**src/rtl/tlbpt_pkg.sv**
```systemverilog
// Shared constants and command type for the TLB page-table translator.
// No dependencies; imported by every module of the block.
`default_nettype none

package tlbpt_pkg;

	// Address layout: page number above offset.
	localparam int ADDR_W          = 16;
	localparam int PAGE_COUNT      = 256;
	localparam int PAGE_BYTES      = 256;
	localparam int PAGE_W          = $clog2(PAGE_COUNT);
	localparam int OFFSET_W        = $clog2(PAGE_BYTES);
	localparam int FRAME_OUT_W     = 8;
	localparam int CNT_W           = 32;

	// Defaults for the top-level parameters.
	localparam int TLB_ENTRIES_DEF = 16;
	localparam int FRAME_COUNT_DEF = 256;

	// Controller to datapath commands.
	typedef struct packed {
		logic load;    // capture the address, start the page-table read
		logic commit;  // resolve the frame, update state, load the result
	} cmd_t;

endpackage

`default_nettype wire

```
**src/rtl/tlbpt_ctrl.sv**
```systemverilog
// Controller for the translator: handshake and two-state sequencer.
// Depends on tlbpt_pkg for the command type.
`default_nettype none

module tlbpt_ctrl
	import tlbpt_pkg::*;
(
	input  wire logic clk,
	input  wire logic arst_n,
	input  wire logic in_valid,
	output logic      in_stall,
	output logic      out_valid,
	input  wire logic out_stall,
	output cmd_t      cmd
);

	localparam logic ST_IDLE    = 1'b0;
	localparam logic ST_RESOLVE = 1'b1;

	logic state_q;
	logic out_valid_q;
	logic out_free;

	assign in_stall  = (state_q != ST_IDLE);
	assign out_free  = !out_valid_q || !out_stall;
	assign cmd.load   = in_valid && (state_q == ST_IDLE);
	assign cmd.commit = (state_q == ST_RESOLVE) && out_free;
	assign out_valid  = out_valid_q;

	always_ff @(posedge clk or negedge arst_n) begin
		if (!arst_n) begin
			state_q <= ST_IDLE;
		end else begin
			case (state_q)
				ST_IDLE: begin
					if (cmd.load) begin
						state_q <= ST_RESOLVE;
					end
				end
				ST_RESOLVE: begin
					if (cmd.commit) begin
						state_q <= ST_IDLE;
					end
				end
				default: begin
					state_q <= ST_IDLE;
				end
			endcase
		end
	end

	// hold the result until taken
	always_ff @(posedge clk or negedge arst_n) begin
		if (!arst_n) begin
			out_valid_q <= 1'b0;
		end else if (cmd.commit) begin
			out_valid_q <= 1'b1;
		end else if (!out_stall) begin
			out_valid_q <= 1'b0;
		end
	end

endmodule

`default_nettype wire

```
**src/rtl/tlbpt_tlb.sv**
```systemverilog
// LRU-ordered TLB: parallel tag compare and shift-down update.
// Depends on tlbpt_pkg for the page width.
`default_nettype none

module tlbpt_tlb
	import tlbpt_pkg::*;
#(
	parameter int ENTRIES = TLB_ENTRIES_DEF,
	parameter int FW      = $clog2(FRAME_COUNT_DEF)
) (
	input  wire logic              clk,
	input  wire logic              arst_n,
	input  wire logic [PAGE_W-1:0] page,
	input  wire logic              update,
	input  wire logic [FW-1:0]     ins_frame,
	output logic                   hit,
	output logic [FW-1:0]          hit_frame
);

	localparam int IW = $clog2(ENTRIES);
	localparam int CW = $clog2(ENTRIES + 1);

	logic [PAGE_W-1:0] tag_q   [ENTRIES];
	logic [FW-1:0]     frame_q [ENTRIES];
	logic [CW-1:0]     fill_q;

	logic [ENTRIES-1:0] match;
	logic [IW-1:0]      hit_pos;
	logic               full;
	logic [CW-1:0]      fill_m1;
	logic [IW-1:0]      last_idx;
	logic [IW-1:0]      first_idx;

	// Tags are unique among filled entries, so an OR over the match lanes
	// yields the single matching position and frame.
	always_comb begin
		hit_pos   = '0;
		hit_frame = '0;
		for (int i = 0; i < ENTRIES; i++) begin
			match[i] = (CW'(i) < fill_q) && (tag_q[i] == page);
			if (match[i]) begin
				hit_pos   = hit_pos | IW'(i);
				hit_frame = hit_frame | frame_q[i];
			end
		end
		hit = |match;
	end

	assign full    = (fill_q == CW'(ENTRIES));
	assign fill_m1 = fill_q - CW'(1);

	// Hit: shift hit..fill-1 down. Miss, not full: append at fill.
	// Miss, full: drop entry 0 and shift everything down.
	always_comb begin
		if (hit) begin
			last_idx  = fill_m1[IW-1:0];
			first_idx = hit_pos;
		end else if (full) begin
			last_idx  = IW'(ENTRIES - 1);
			first_idx = '0;
		end else begin
			last_idx  = fill_q[IW-1:0];
			first_idx = fill_q[IW-1:0];
		end
	end

	always_ff @(posedge clk) begin
		if (update) begin
			for (int k = 0; k < ENTRIES; k++) begin
				if (IW'(k) == last_idx) begin
					tag_q[k]   <= page;
					frame_q[k] <= ins_frame;
				end else if (k < ENTRIES - 1 && IW'(k) >= first_idx && IW'(k) < last_idx) begin
					tag_q[k]   <= tag_q[(k + 1) % ENTRIES];
					frame_q[k] <= frame_q[(k + 1) % ENTRIES];
				end
			end
		end
	end

	always_ff @(posedge clk or negedge arst_n) begin
		if (!arst_n) begin
			fill_q <= '0;
		end else if (update && !hit && !full) begin
			fill_q <= fill_q + CW'(1);
		end
	end

endmodule

`default_nettype wire

```
**src/rtl/tlbpt_datapath.sv**
```systemverilog
// Datapath: address capture, page table memory and valid bits, frame
// allocation, counters and result registers. Uses tlbpt_tlb and tlbpt_pkg.
`default_nettype none

module tlbpt_datapath
	import tlbpt_pkg::*;
#(
	parameter int TLB_ENTRIES = TLB_ENTRIES_DEF,
	parameter int FRAME_COUNT = FRAME_COUNT_DEF
) (
	input  wire logic                   clk,
	input  wire logic                   arst_n,
	input  wire cmd_t                   cmd,
	input  wire logic [ADDR_W-1:0]      logical_address,
	output logic [ADDR_W-1:0]           physical_address,
	output logic [FRAME_OUT_W-1:0]      frame_number,
	output logic                        tlb_hit,
	output logic                        page_fault,
	output logic [CNT_W-1:0]            hit_total,
	output logic [CNT_W-1:0]            fault_total
);

	localparam int FW     = $clog2(FRAME_COUNT);
	localparam int PHYS_W = FW + OFFSET_W;

	logic [PAGE_W-1:0]   page_in;
	logic [PAGE_W-1:0]   page_q;
	logic [OFFSET_W-1:0] offset_q;

	logic [FW-1:0]         pt_mem [PAGE_COUNT];
	logic [FW-1:0]         pt_rd_q;
	logic [PAGE_COUNT-1:0] pvalid_q;
	logic                  pv_rd_q;

	logic [FW-1:0]    next_free_q;
	logic [CNT_W-1:0] hit_cnt_q;
	logic [CNT_W-1:0] fault_cnt_q;

	logic              hit;
	logic [FW-1:0]     hit_frame;
	logic              fault;
	logic [FW-1:0]     frame;
	logic [PHYS_W-1:0] phys_wide;

	logic [ADDR_W-1:0]      phys_q;
	logic [FRAME_OUT_W-1:0] frame_out_q;
	logic                   hit_out_q;
	logic                   fault_out_q;

	assign page_in = logical_address[OFFSET_W +: PAGE_W];

	tlbpt_tlb #(
		.ENTRIES (TLB_ENTRIES),
		.FW      (FW)
	) u_tlb (
		.clk       (clk),
		.arst_n    (arst_n),
		.page      (page_q),
		.update    (cmd.commit),
		.ins_frame (frame),
		.hit       (hit),
		.hit_frame (hit_frame)
	);

	assign fault     = !hit && !pv_rd_q;
	assign frame     = hit ? hit_frame : (pv_rd_q ? pt_rd_q : next_free_q);
	assign phys_wide = {frame, offset_q};

	always_ff @(posedge clk) begin
		if (cmd.load) begin
			page_q   <= page_in;
			offset_q <= logical_address[OFFSET_W-1:0];
			pt_rd_q  <= pt_mem[page_in];
			pv_rd_q  <= pvalid_q[page_in];
		end
		if (cmd.commit && fault) begin
			pt_mem[page_q] <= next_free_q;
		end
	end

	always_ff @(posedge clk or negedge arst_n) begin
		if (!arst_n) begin
			pvalid_q    <= '0;
			next_free_q <= '0;
			hit_cnt_q   <= '0;
			fault_cnt_q <= '0;
		end else if (cmd.commit) begin
			if (hit && hit_cnt_q != '1) begin
				hit_cnt_q <= hit_cnt_q + CNT_W'(1);
			end
			if (fault) begin
				pvalid_q[page_q] <= 1'b1;
				next_free_q <= (next_free_q == FW'(FRAME_COUNT - 1)) ? '0
				                                                     : next_free_q + FW'(1);
				if (fault_cnt_q != '1) begin
					fault_cnt_q <= fault_cnt_q + CNT_W'(1);
				end
			end
		end
	end

	always_ff @(posedge clk) begin
		if (cmd.commit) begin
			phys_q      <= ADDR_W'(phys_wide);
			frame_out_q <= FRAME_OUT_W'(frame);
			hit_out_q   <= hit;
			fault_out_q <= fault;
		end
	end

	assign physical_address = phys_q;
	assign frame_number     = frame_out_q;
	assign tlb_hit          = hit_out_q;
	assign page_fault       = fault_out_q;
	// counters change only at commit, so they match the held result
	assign hit_total        = hit_cnt_q;
	assign fault_total      = fault_cnt_q;

endmodule

`default_nettype wire

```
**src/rtl/tlb_page_table_translator_unit.sv**
```systemverilog
// A transaction is accepted only in idle; acceptance captures the address and reads the
// page-table memory. Commit then resolves the frame, updates TLB and table and loads the
// result register; it waits while an earlier result still waits in the output register.
// No new transaction is accepted until the current one has committed.
// Reset (arst_n low): sequencer idle, no result pending, TLB empty, all pages
// unmapped, next free frame and both counters zero; page table not cleared.
`default_nettype none

module tlb_page_table_translator_unit
	import tlbpt_pkg::*;
#(
	parameter int TLB_ENTRIES = TLB_ENTRIES_DEF,
	parameter int FRAME_COUNT = FRAME_COUNT_DEF
) (
	input  wire logic                   clk,
	input  wire logic                   arst_n,
	// input transaction
	input  wire logic                   in_valid,
	output logic                        in_stall,
	input  wire logic [ADDR_W-1:0]      logical_address,
	// result transaction
	output logic                        out_valid,
	input  wire logic                   out_stall,
	output logic [ADDR_W-1:0]           physical_address,
	output logic [FRAME_OUT_W-1:0]      frame_number,
	output logic                        tlb_hit,
	output logic                        page_fault,
	output logic [CNT_W-1:0]            hit_total,
	output logic [CNT_W-1:0]            fault_total
);

	cmd_t cmd;

	// Sequencer: accept in idle, then commit once the result register is free.
	tlbpt_ctrl u_ctrl (
		.clk       (clk),
		.arst_n    (arst_n),
		.in_valid  (in_valid),
		.in_stall  (in_stall),
		.out_valid (out_valid),
		.out_stall (out_stall),
		.cmd       (cmd)
	);

	// Datapath: TLB lookup, page-table walk, frame allocation, result hold.
	tlbpt_datapath #(
		.TLB_ENTRIES (TLB_ENTRIES),
		.FRAME_COUNT (FRAME_COUNT)
	) u_datapath (
		.clk              (clk),
		.arst_n           (arst_n),
		.cmd              (cmd),
		.logical_address  (logical_address),
		.physical_address (physical_address),
		.frame_number     (frame_number),
		.tlb_hit          (tlb_hit),
		.page_fault       (page_fault),
		.hit_total        (hit_total),
		.fault_total      (fault_total)
	);

endmodule

`default_nettype wire
```
**config.mk**
```make
export PLATFORM = sky130hd
export DESIGN_NAME = tlb_page_table_translator_unit
export DESIGN_NICKNAME = d
export VERILOG_FILES = /design/src/rtl/tlbpt_pkg.sv /design/src/rtl/tlbpt_ctrl.sv /design/src/rtl/tlbpt_tlb.sv /design/src/rtl/tlbpt_datapath.sv /design/src/rtl/tlb_page_table_translator_unit.sv
export SDC_FILE = /design/constraint.sdc
export NUM_CORES = 2
export LEC_CHECK = 0
export BUFFER_PORTS_ARGS = -buffer_cell sky130_fd_sc_hd__clkbuf_2
export CORE_ASPECT_RATIO = 0.5
export CORE_MARGIN = 5
export CORE_UTILIZATION = 45
export CTS_CLUSTER_SIZE = 20
export DETAILED_ROUTE_END_ITERATION = 12
export PLACE_DENSITY = 0.6
export SLEW_MARGIN = 5
export SYNTH_ARGS = -nofsm -noshare
export SYNTH_HDL_FRONTEND = slang
export SYNTH_SLANG_ARGS = --single-unit
```
**constraint.sdc**
```tcl
create_clock -name clk -period 11.98 [get_ports clk]
set_input_delay 0.599 -clock clk [delete_from_list [all_inputs] [get_ports clk]]
set_output_delay 0.599 -clock clk [all_outputs]
set_load 0.02 [all_outputs]
```
**After elaboration in Yosys (flattened, before gate mapping)**

Memory sizes are Yosys's and may differ from the RTL's. A register that Yosys moved wholly into a read port is not among the register bits.
Index checks and enable logic that the tools add are counted.

- Flip-flop bits (word level): 378
- Memory bits (writable): 2304
- Bits of input ports: 20
- Output and inout port bits: 92
- Word-level logic and storage cells: 391
- Memories: 3

Memory list:

| memory | depth | bits a word | rd ports | clocked after Yosys merged registers in | wr ports | line | RTL |
|---|---|---|---|---|---|---|---|
| u_datapath.pt_mem | 256 | 8 | 1 | 1 | 1 | tlbpt_datapath.sv:30 | `logic [FW-1:0] pt_mem [PAGE_COUNT];` |
| u_datapath.u_tlb.frame_q | 16 | 8 | 16 | 0 | 16 | tlbpt_tlb.sv:24 | `logic [FW-1:0] frame_q [ENTRIES];` |
| u_datapath.u_tlb.tag_q | 16 | 8 | 16 | 0 | 16 | tlbpt_tlb.sv:23 | `logic [PAGE_W-1:0] tag_q [ENTRIES];` |

- Add/sub/neg operators: 5
- Order comparisons: 49
- Equality and inequality tests: 36
- Multiplexer cells: 187
- Bitwise logic cells: 47
- Reductions and logical operators: 50

Operators by type and width:

| operator | number |
|---|---|
| 2-to-1 mux 8 bit | 49 |
| bitwise OR 256 bit | 1 |
| == test 8 bit | 16 |
| bitwise OR 8 bit | 15 |
| 2-to-1 mux 1 bit | 117 |
| adder 32 x 1 -> 32 bit, second input constant | 2 |
| != test 32 bit, second input constant | 2 |
| 2-to-1 mux 4 bit | 12 |
| less-than comparator 4 x 5 -> 1 bit, first input constant | 8 |
| logical AND 1 bit | 39 |
| == test 4 bit, first input constant | 8 |
| bitwise OR 1 bit | 30 |
| greater-or-equal comparator 4 bit, first input constant | 7 |
| less-than comparator 4 bit, first input constant | 7 |
| less-than comparator 3 x 5 -> 1 bit, first input constant | 4 |
| less-than comparator 8 x 9 -> 1 bit, second input constant | 2 |
| == test 3 x 4 -> 1 bit, first input constant | 4 |
| greater-or-equal comparator 3 x 4 -> 1 bit, first input constant | 4 |
| less-than comparator 3 x 4 -> 1 bit, first input constant | 4 |
| OR reduction 16 bit | 1 |
| 2-to-1 mux 3 bit | 4 |
| less-than comparator 1 x 5 -> 1 bit, first input constant | 2 |
| less-than comparator 2 x 5 -> 1 bit, first input constant | 2 |
| adder 8 x 1 -> 8 bit, second input constant | 1 |
| other kinds (22) | 33 |

**Logic depth before layout (Yosys ltp)**

An unclocked memory read counts as a cell.

- Depth in word-level cells: 36
- Gate-level depth with buffers: 16
- Depth with buffers taken out: 11

**By module**

A second synthesis with hierarchy kept.

- Cell total of the unflattened synthesis: 5815
- Area, all modules: 108686.7 um2

By module, submodules not included:

| module | times used | cells each | area an instance (um2) |
|---|---|---|---|
| tlbpt_datapath | 1 | 4807 | 94302.9 |
| tlbpt_tlb | 1 | 1002 | 14300.0 |
| tlbpt_ctrl | 1 | 6 | 83.8 |

**Worst setup path after synthesis**

Ideal clock, no wire load.

- Path kind: register -> register
- Start point: register u_datapath.next_free_q[1]
- End point: register u_datapath.next_free_q[3]
- Arrival time: 4.508 ns
- Data required time: 11.691 ns
- Path slack: 7.184 ns
- Cell stages (with the launch flop): 7
- Period minus slack after synthesis: 4.796 ns
- Cells stage by stage: dfrtp_1 ha_1 and3_1 and3_1 nor2_1 o21ai_0 o31ai_1

- Longest elaborated chain between the ends: 2
- Elaborated cells on any way between the ends: 3

RTL lines:

| element | line | RTL |
|---|---|---|
| start: declaration | tlbpt_datapath.sv:35 | `logic [FW-1:0] next_free_q;` |
| start signal: assignment | tlbpt_datapath.sv:93 | `next_free_q <= (next_free_q == FW'(FRAME_COUNT - 1)) ? '0` |
| adder 8 x 1 -> 8 bit or == test 8 bit (tied branches) | tlbpt_datapath.sv:94, tlbpt_datapath.sv:93 |  |
| 2-to-1 mux 8 bit (*) | tlbpt_datapath.sv:93 |  |

Mark *: on every way between the ends. The rest lies on a longest branch, timed or not.
A chain may end at the register's enable or synchronous reset.

==> key figures <==
Pwr
  • Final Power: 21.63 mW
  • Internal power: 16.31 mW
  • Pwr dens: 179.4 nW/um^2
  • Clk pwr share: 0.367
  • Reg power frac: 0.526
  • Combinational power share: 0.107
  • Sw frac: 0.2461
  • Peak supply drop: 0.2143 mV
  • Leakage power: 40.63 nW
  • Total net switching power: 5.323 mW

Synthesis
  • Seq/Total Area, Yosys: 0.7295
  • Synth Flop Type: edfxtp_1
  • Avg Cell Area, Syn: 20.59 sq um
  • Yosys top cell by area: edfxtp_1
  • Synth warn: 0
  • Synth top cells by count: edfxtp_1, mux4_2, dfrtp_1
  • Most frequent cell after synthesis: edfxtp_1
  • Post-synth EDFFs: 2347
  • Cell area after synthesis: 108100 sq um
  • Share of the synthesized area in the top cell type: 0.6519
  • Cell count after synthesis: 5251
  • Area contributors post-synth: edfxtp_1, mux4_2, dfrtp_1
  • Syn nets: 5277
  • Yosys reg bits: 2682
  • Fraction of registers with async set/reset: 0.1249
  • Cell variety after synth: 76

CTS
  • CTS H-tree lvls: 4
  • Post-CTS Repair Setup Buffers: 0
  • Post-cts gate resize count: 0
  • Clock Pin Slew Worst Setup and Hold Paths: 0.07 ns
  • Root Driver: clkbuf_16
  • Clock sinks: 2682
  • Num CTS Buffers: 237
  • Skew-Pair Late Insertion Delay: 0.90 ns
  • CTS tree: built
  • CTS max path bufs: 4

Worst setup path
  • WP data arrival: 6.09 ns
  • Worst setup EP type: flip-flop
  • Worst path cell trace: buf_4 > xnor2_1 > nand4_1 > a2111oi_4 > nor4_4 > nand3_4 > nor2_8 > mux2i_1 > a221oi_1 > nor2_2 > a31o_2
  • Critical Path Slowest Stage Cell: nor2_2
  • Req. time, crit path: 12.47 ns
  • CP max stage delay: 1.08 ns
  • CP Class: flip-flop to flip-flop
  • CP startpoint kind: flip-flop
  • Crit-path max FO: 32
  • WP buf/inv: 1
  • Crit path max-delay family: simple AND/OR/NAND/NOR gates

Worst hold path
  • Hold WC Path Type: input port to async pin

Global route
  • First-pass GRT wire length: 400800 um
  • Total GRT Usage: 0.2198
  • Pin count of the biggest net entering global routing: 194
  • Total congestion overflow: 0
  • Vias in the first global route: 54438
  • Initial antenna violation count: 14

Finish
  • Area grow syn2layout: 11.52%
  • Fill cells: 18929
  • Final core occ: 0.5038
  • Share of layout cells above drive strength 1: 0.3188
  • Nets: 5439

Drt
  • Drt via density: 6.083
  • WL final: 275600 um
  • 1st-iter DRT viols: 6718
  • DR pass1 iterations: 6
  • DR WL/cell: 31.18 um
  • DRC: 0
  • DR vias: 53760
  • ANT nets after route: 0

Timing
  • Post-route clock period utilization: 0.4678
  • Final setup fails: 0
  • Fmax: 178.4 MHz
  • Setup TNS: 0 ns
  • Slew @ Worst Pin: 1.380 ns
  • Count of final hold-check violations: 0
  • Period minus WS final: 5.604 ns
  • Clk_skew: 0.07594 ns
  • Pins Over Slew Limit: 0
  • RSZ-0062 raised after global routing: no
  • Max transition margin: 0.07715

Floorplan
  • I/O pin cnt: 112
  • Die height: 356.6 um
  • Die X-Extent: 703.2 um
  • Core Area: 239300 sq um
  • Initial core utilization: 0.4518
  • DIE AREA: 250700 sq um
  • Site row count: 127

Placement
  • Port Buffers: 111
  • Post-DP HPWL: 165600 um
  • Routability cong.: 0.9036

Run
  • Number of max-cap violations: 0

Status
  • Status: completed
[layout make-up]
type / instances / area (sq um) / share of cell area
flip-flops and latches: 2682 / 78890 / 0.6544
multi-input cells: 2241 / 27920 / 0.2316
clock buffers: 303 / 6392 / 0.05302
well taps: 3225 / 4035 / 0.03347
repair buffers: 237 / 1693 / 0.01404
clock inverters: 129 / 1559 / 0.01293
inverters: 14 / 55.05 / 0.0004566
diodes: 7 / 17.52 / 0.0001453
[metrics by stage]
step	worst slack, ns	hold WS, ns	cells	instance area (sq um)
finish	6.376	0.2355	8838	120600
global route	6.114	0.2127	8831	120500
CTS	6.517	0.1928	8830	120500
detailed placement	6.384	0.4045	8388	112500
global placement	6.376	0.4024	8388	112500
floorplan	7.184	0.3034	5251	108100
[power groups by stage]
stage	combinational (mW)	sequential [mW]	clock, mW
2_1_floorplan	1.26	11.7	0
3_3_place_gp	2.25	11.5	0
3_5_place_dp	2.30	11.6	0
4_1_cts	2.31	11.4	8.08
5_1_grt	2.45	11.4	8.51
6_report	2.31	11.4	7.94
[worst register-to-register path: stages (launching register included)]
cell and delay [ns]:
edfxtp_1 0.47, buf_4 0.48, xnor2_1 0.20, nand4_1 0.21
a2111oi_4 0.93, nor4_4 0.16, nand3_4 0.21, nor2_8 0.11
mux2i_1 0.54, a221oi_1 0.14, nor2_2 1.08, a31o_2 0.67
[sequential cells by signal (all words and copies together) (netlist names), 5 cells and up]
register / count
u_datapath.pt_mem: 2048
u_datapath.pvalid_q: 256
u_datapath.u_tlb.frame_q: 128
u_datapath.u_tlb.tag_q: 128
u_datapath.fault_total: 32
u_datapath.hit_total: 32
u_datapath.frame_number: 8
u_datapath.next_free_q: 8
u_datapath.offset_q: 8
u_datapath.page_q: 8
u_datapath.physical_address: 8
u_datapath.pt_rd_q: 8
u_datapath.u_tlb.fill_q: 5
[cell usage in the layout, fill, tap and decap left out, drive strengths merged, types with 4 or more instances in the layout]
master,count
a21o,5
nand3,66
clkinvlp,11
ha,6
a31oi,4
nor3,31
a22o,12
mux2,243
buf,122
xor2,12
o21bai,68
nor2b,8
a211oi,5
diode,7
inv,15
nor4,7
a221oi,13
bufinv,36
and4,12
clkbuf,408
o31ai,5
a21oi,18
dlygate4sd3,10
o21ai,25
o211ai,4
nand2,81
a22oi,45
and2,6
xnor2,187
nand4,49
clkinv,81
or3,5
dfrtp,335
or2,194
and3,21
mux4,765
nor2,310
mux2i,10
edfxtp,2347
[final timing paths]
path                       slack [ns]                              from                                        to  depth (start not counted)
hold reg to reg                  0.42  u_datapath.offset_q[5]$_DFFE_PP_  u_datapath.physical_address[5]$_DFFE_PP_                          0
setup reg to reg                 6.38    u_datapath.page_q[7]$_DFFE_PP_   u_datapath.u_tlb.tag_q[0][47]$_DFFE_PP_                         11
max in group asynchronous        9.48                            arst_n       u_datapath.pvalid_q[42]$_DFFE_PN0P_                          4
hold / removal                   0.24                            arst_n      u_datapath.pvalid_q[200]$_DFFE_PN0P_                          2
setup / recovery                 6.38    u_datapath.page_q[7]$_DFFE_PP_   u_datapath.u_tlb.tag_q[0][47]$_DFFE_PP_                         11
min in group clk                 0.26                          in_valid            u_datapath.page_q[1]$_DFFE_PP_                          2
[layer usage]
metal  vias up  GRT usage  routed length [um]
met5         -          0                  13
met4         2    0.04702                5759
met3       404    0.04353               23740
met2      2411     0.3389              128400
met1     29259     0.3282              117700
li1      21684          -                   -
[cell families (layout without fill, tap and decap cells)]
| logic type | Yosys count | after routing | synth area share |
|---|---|---|---|
| XOR/XNOR | 199 | 199 | 0.01612 |
| flip-flops | 2682 | 2682 | 0.7295 |
| other | 0 | 7 | 0 |
| buffers and inverters | 328 | 683 | 0.01347 |
| AO/OA/AOI/OAI | 222 | 222 | 0.01594 |
| adder cells (fa/ha/maj) | 6 | 6 | 0.0006944 |
| multiplexers | 1018 | 1018 | 0.1860 |
| AND/OR/NAND/NOR | 796 | 796 | 0.03837 |
[what timing repair did]
item / in CTS / in global routing
endpoints found under the hold margin: 48 / 0
hold buffers: 10 / 0
setup endpoints to repair: 0 / 0
Power figures use the tool's default switching activity.
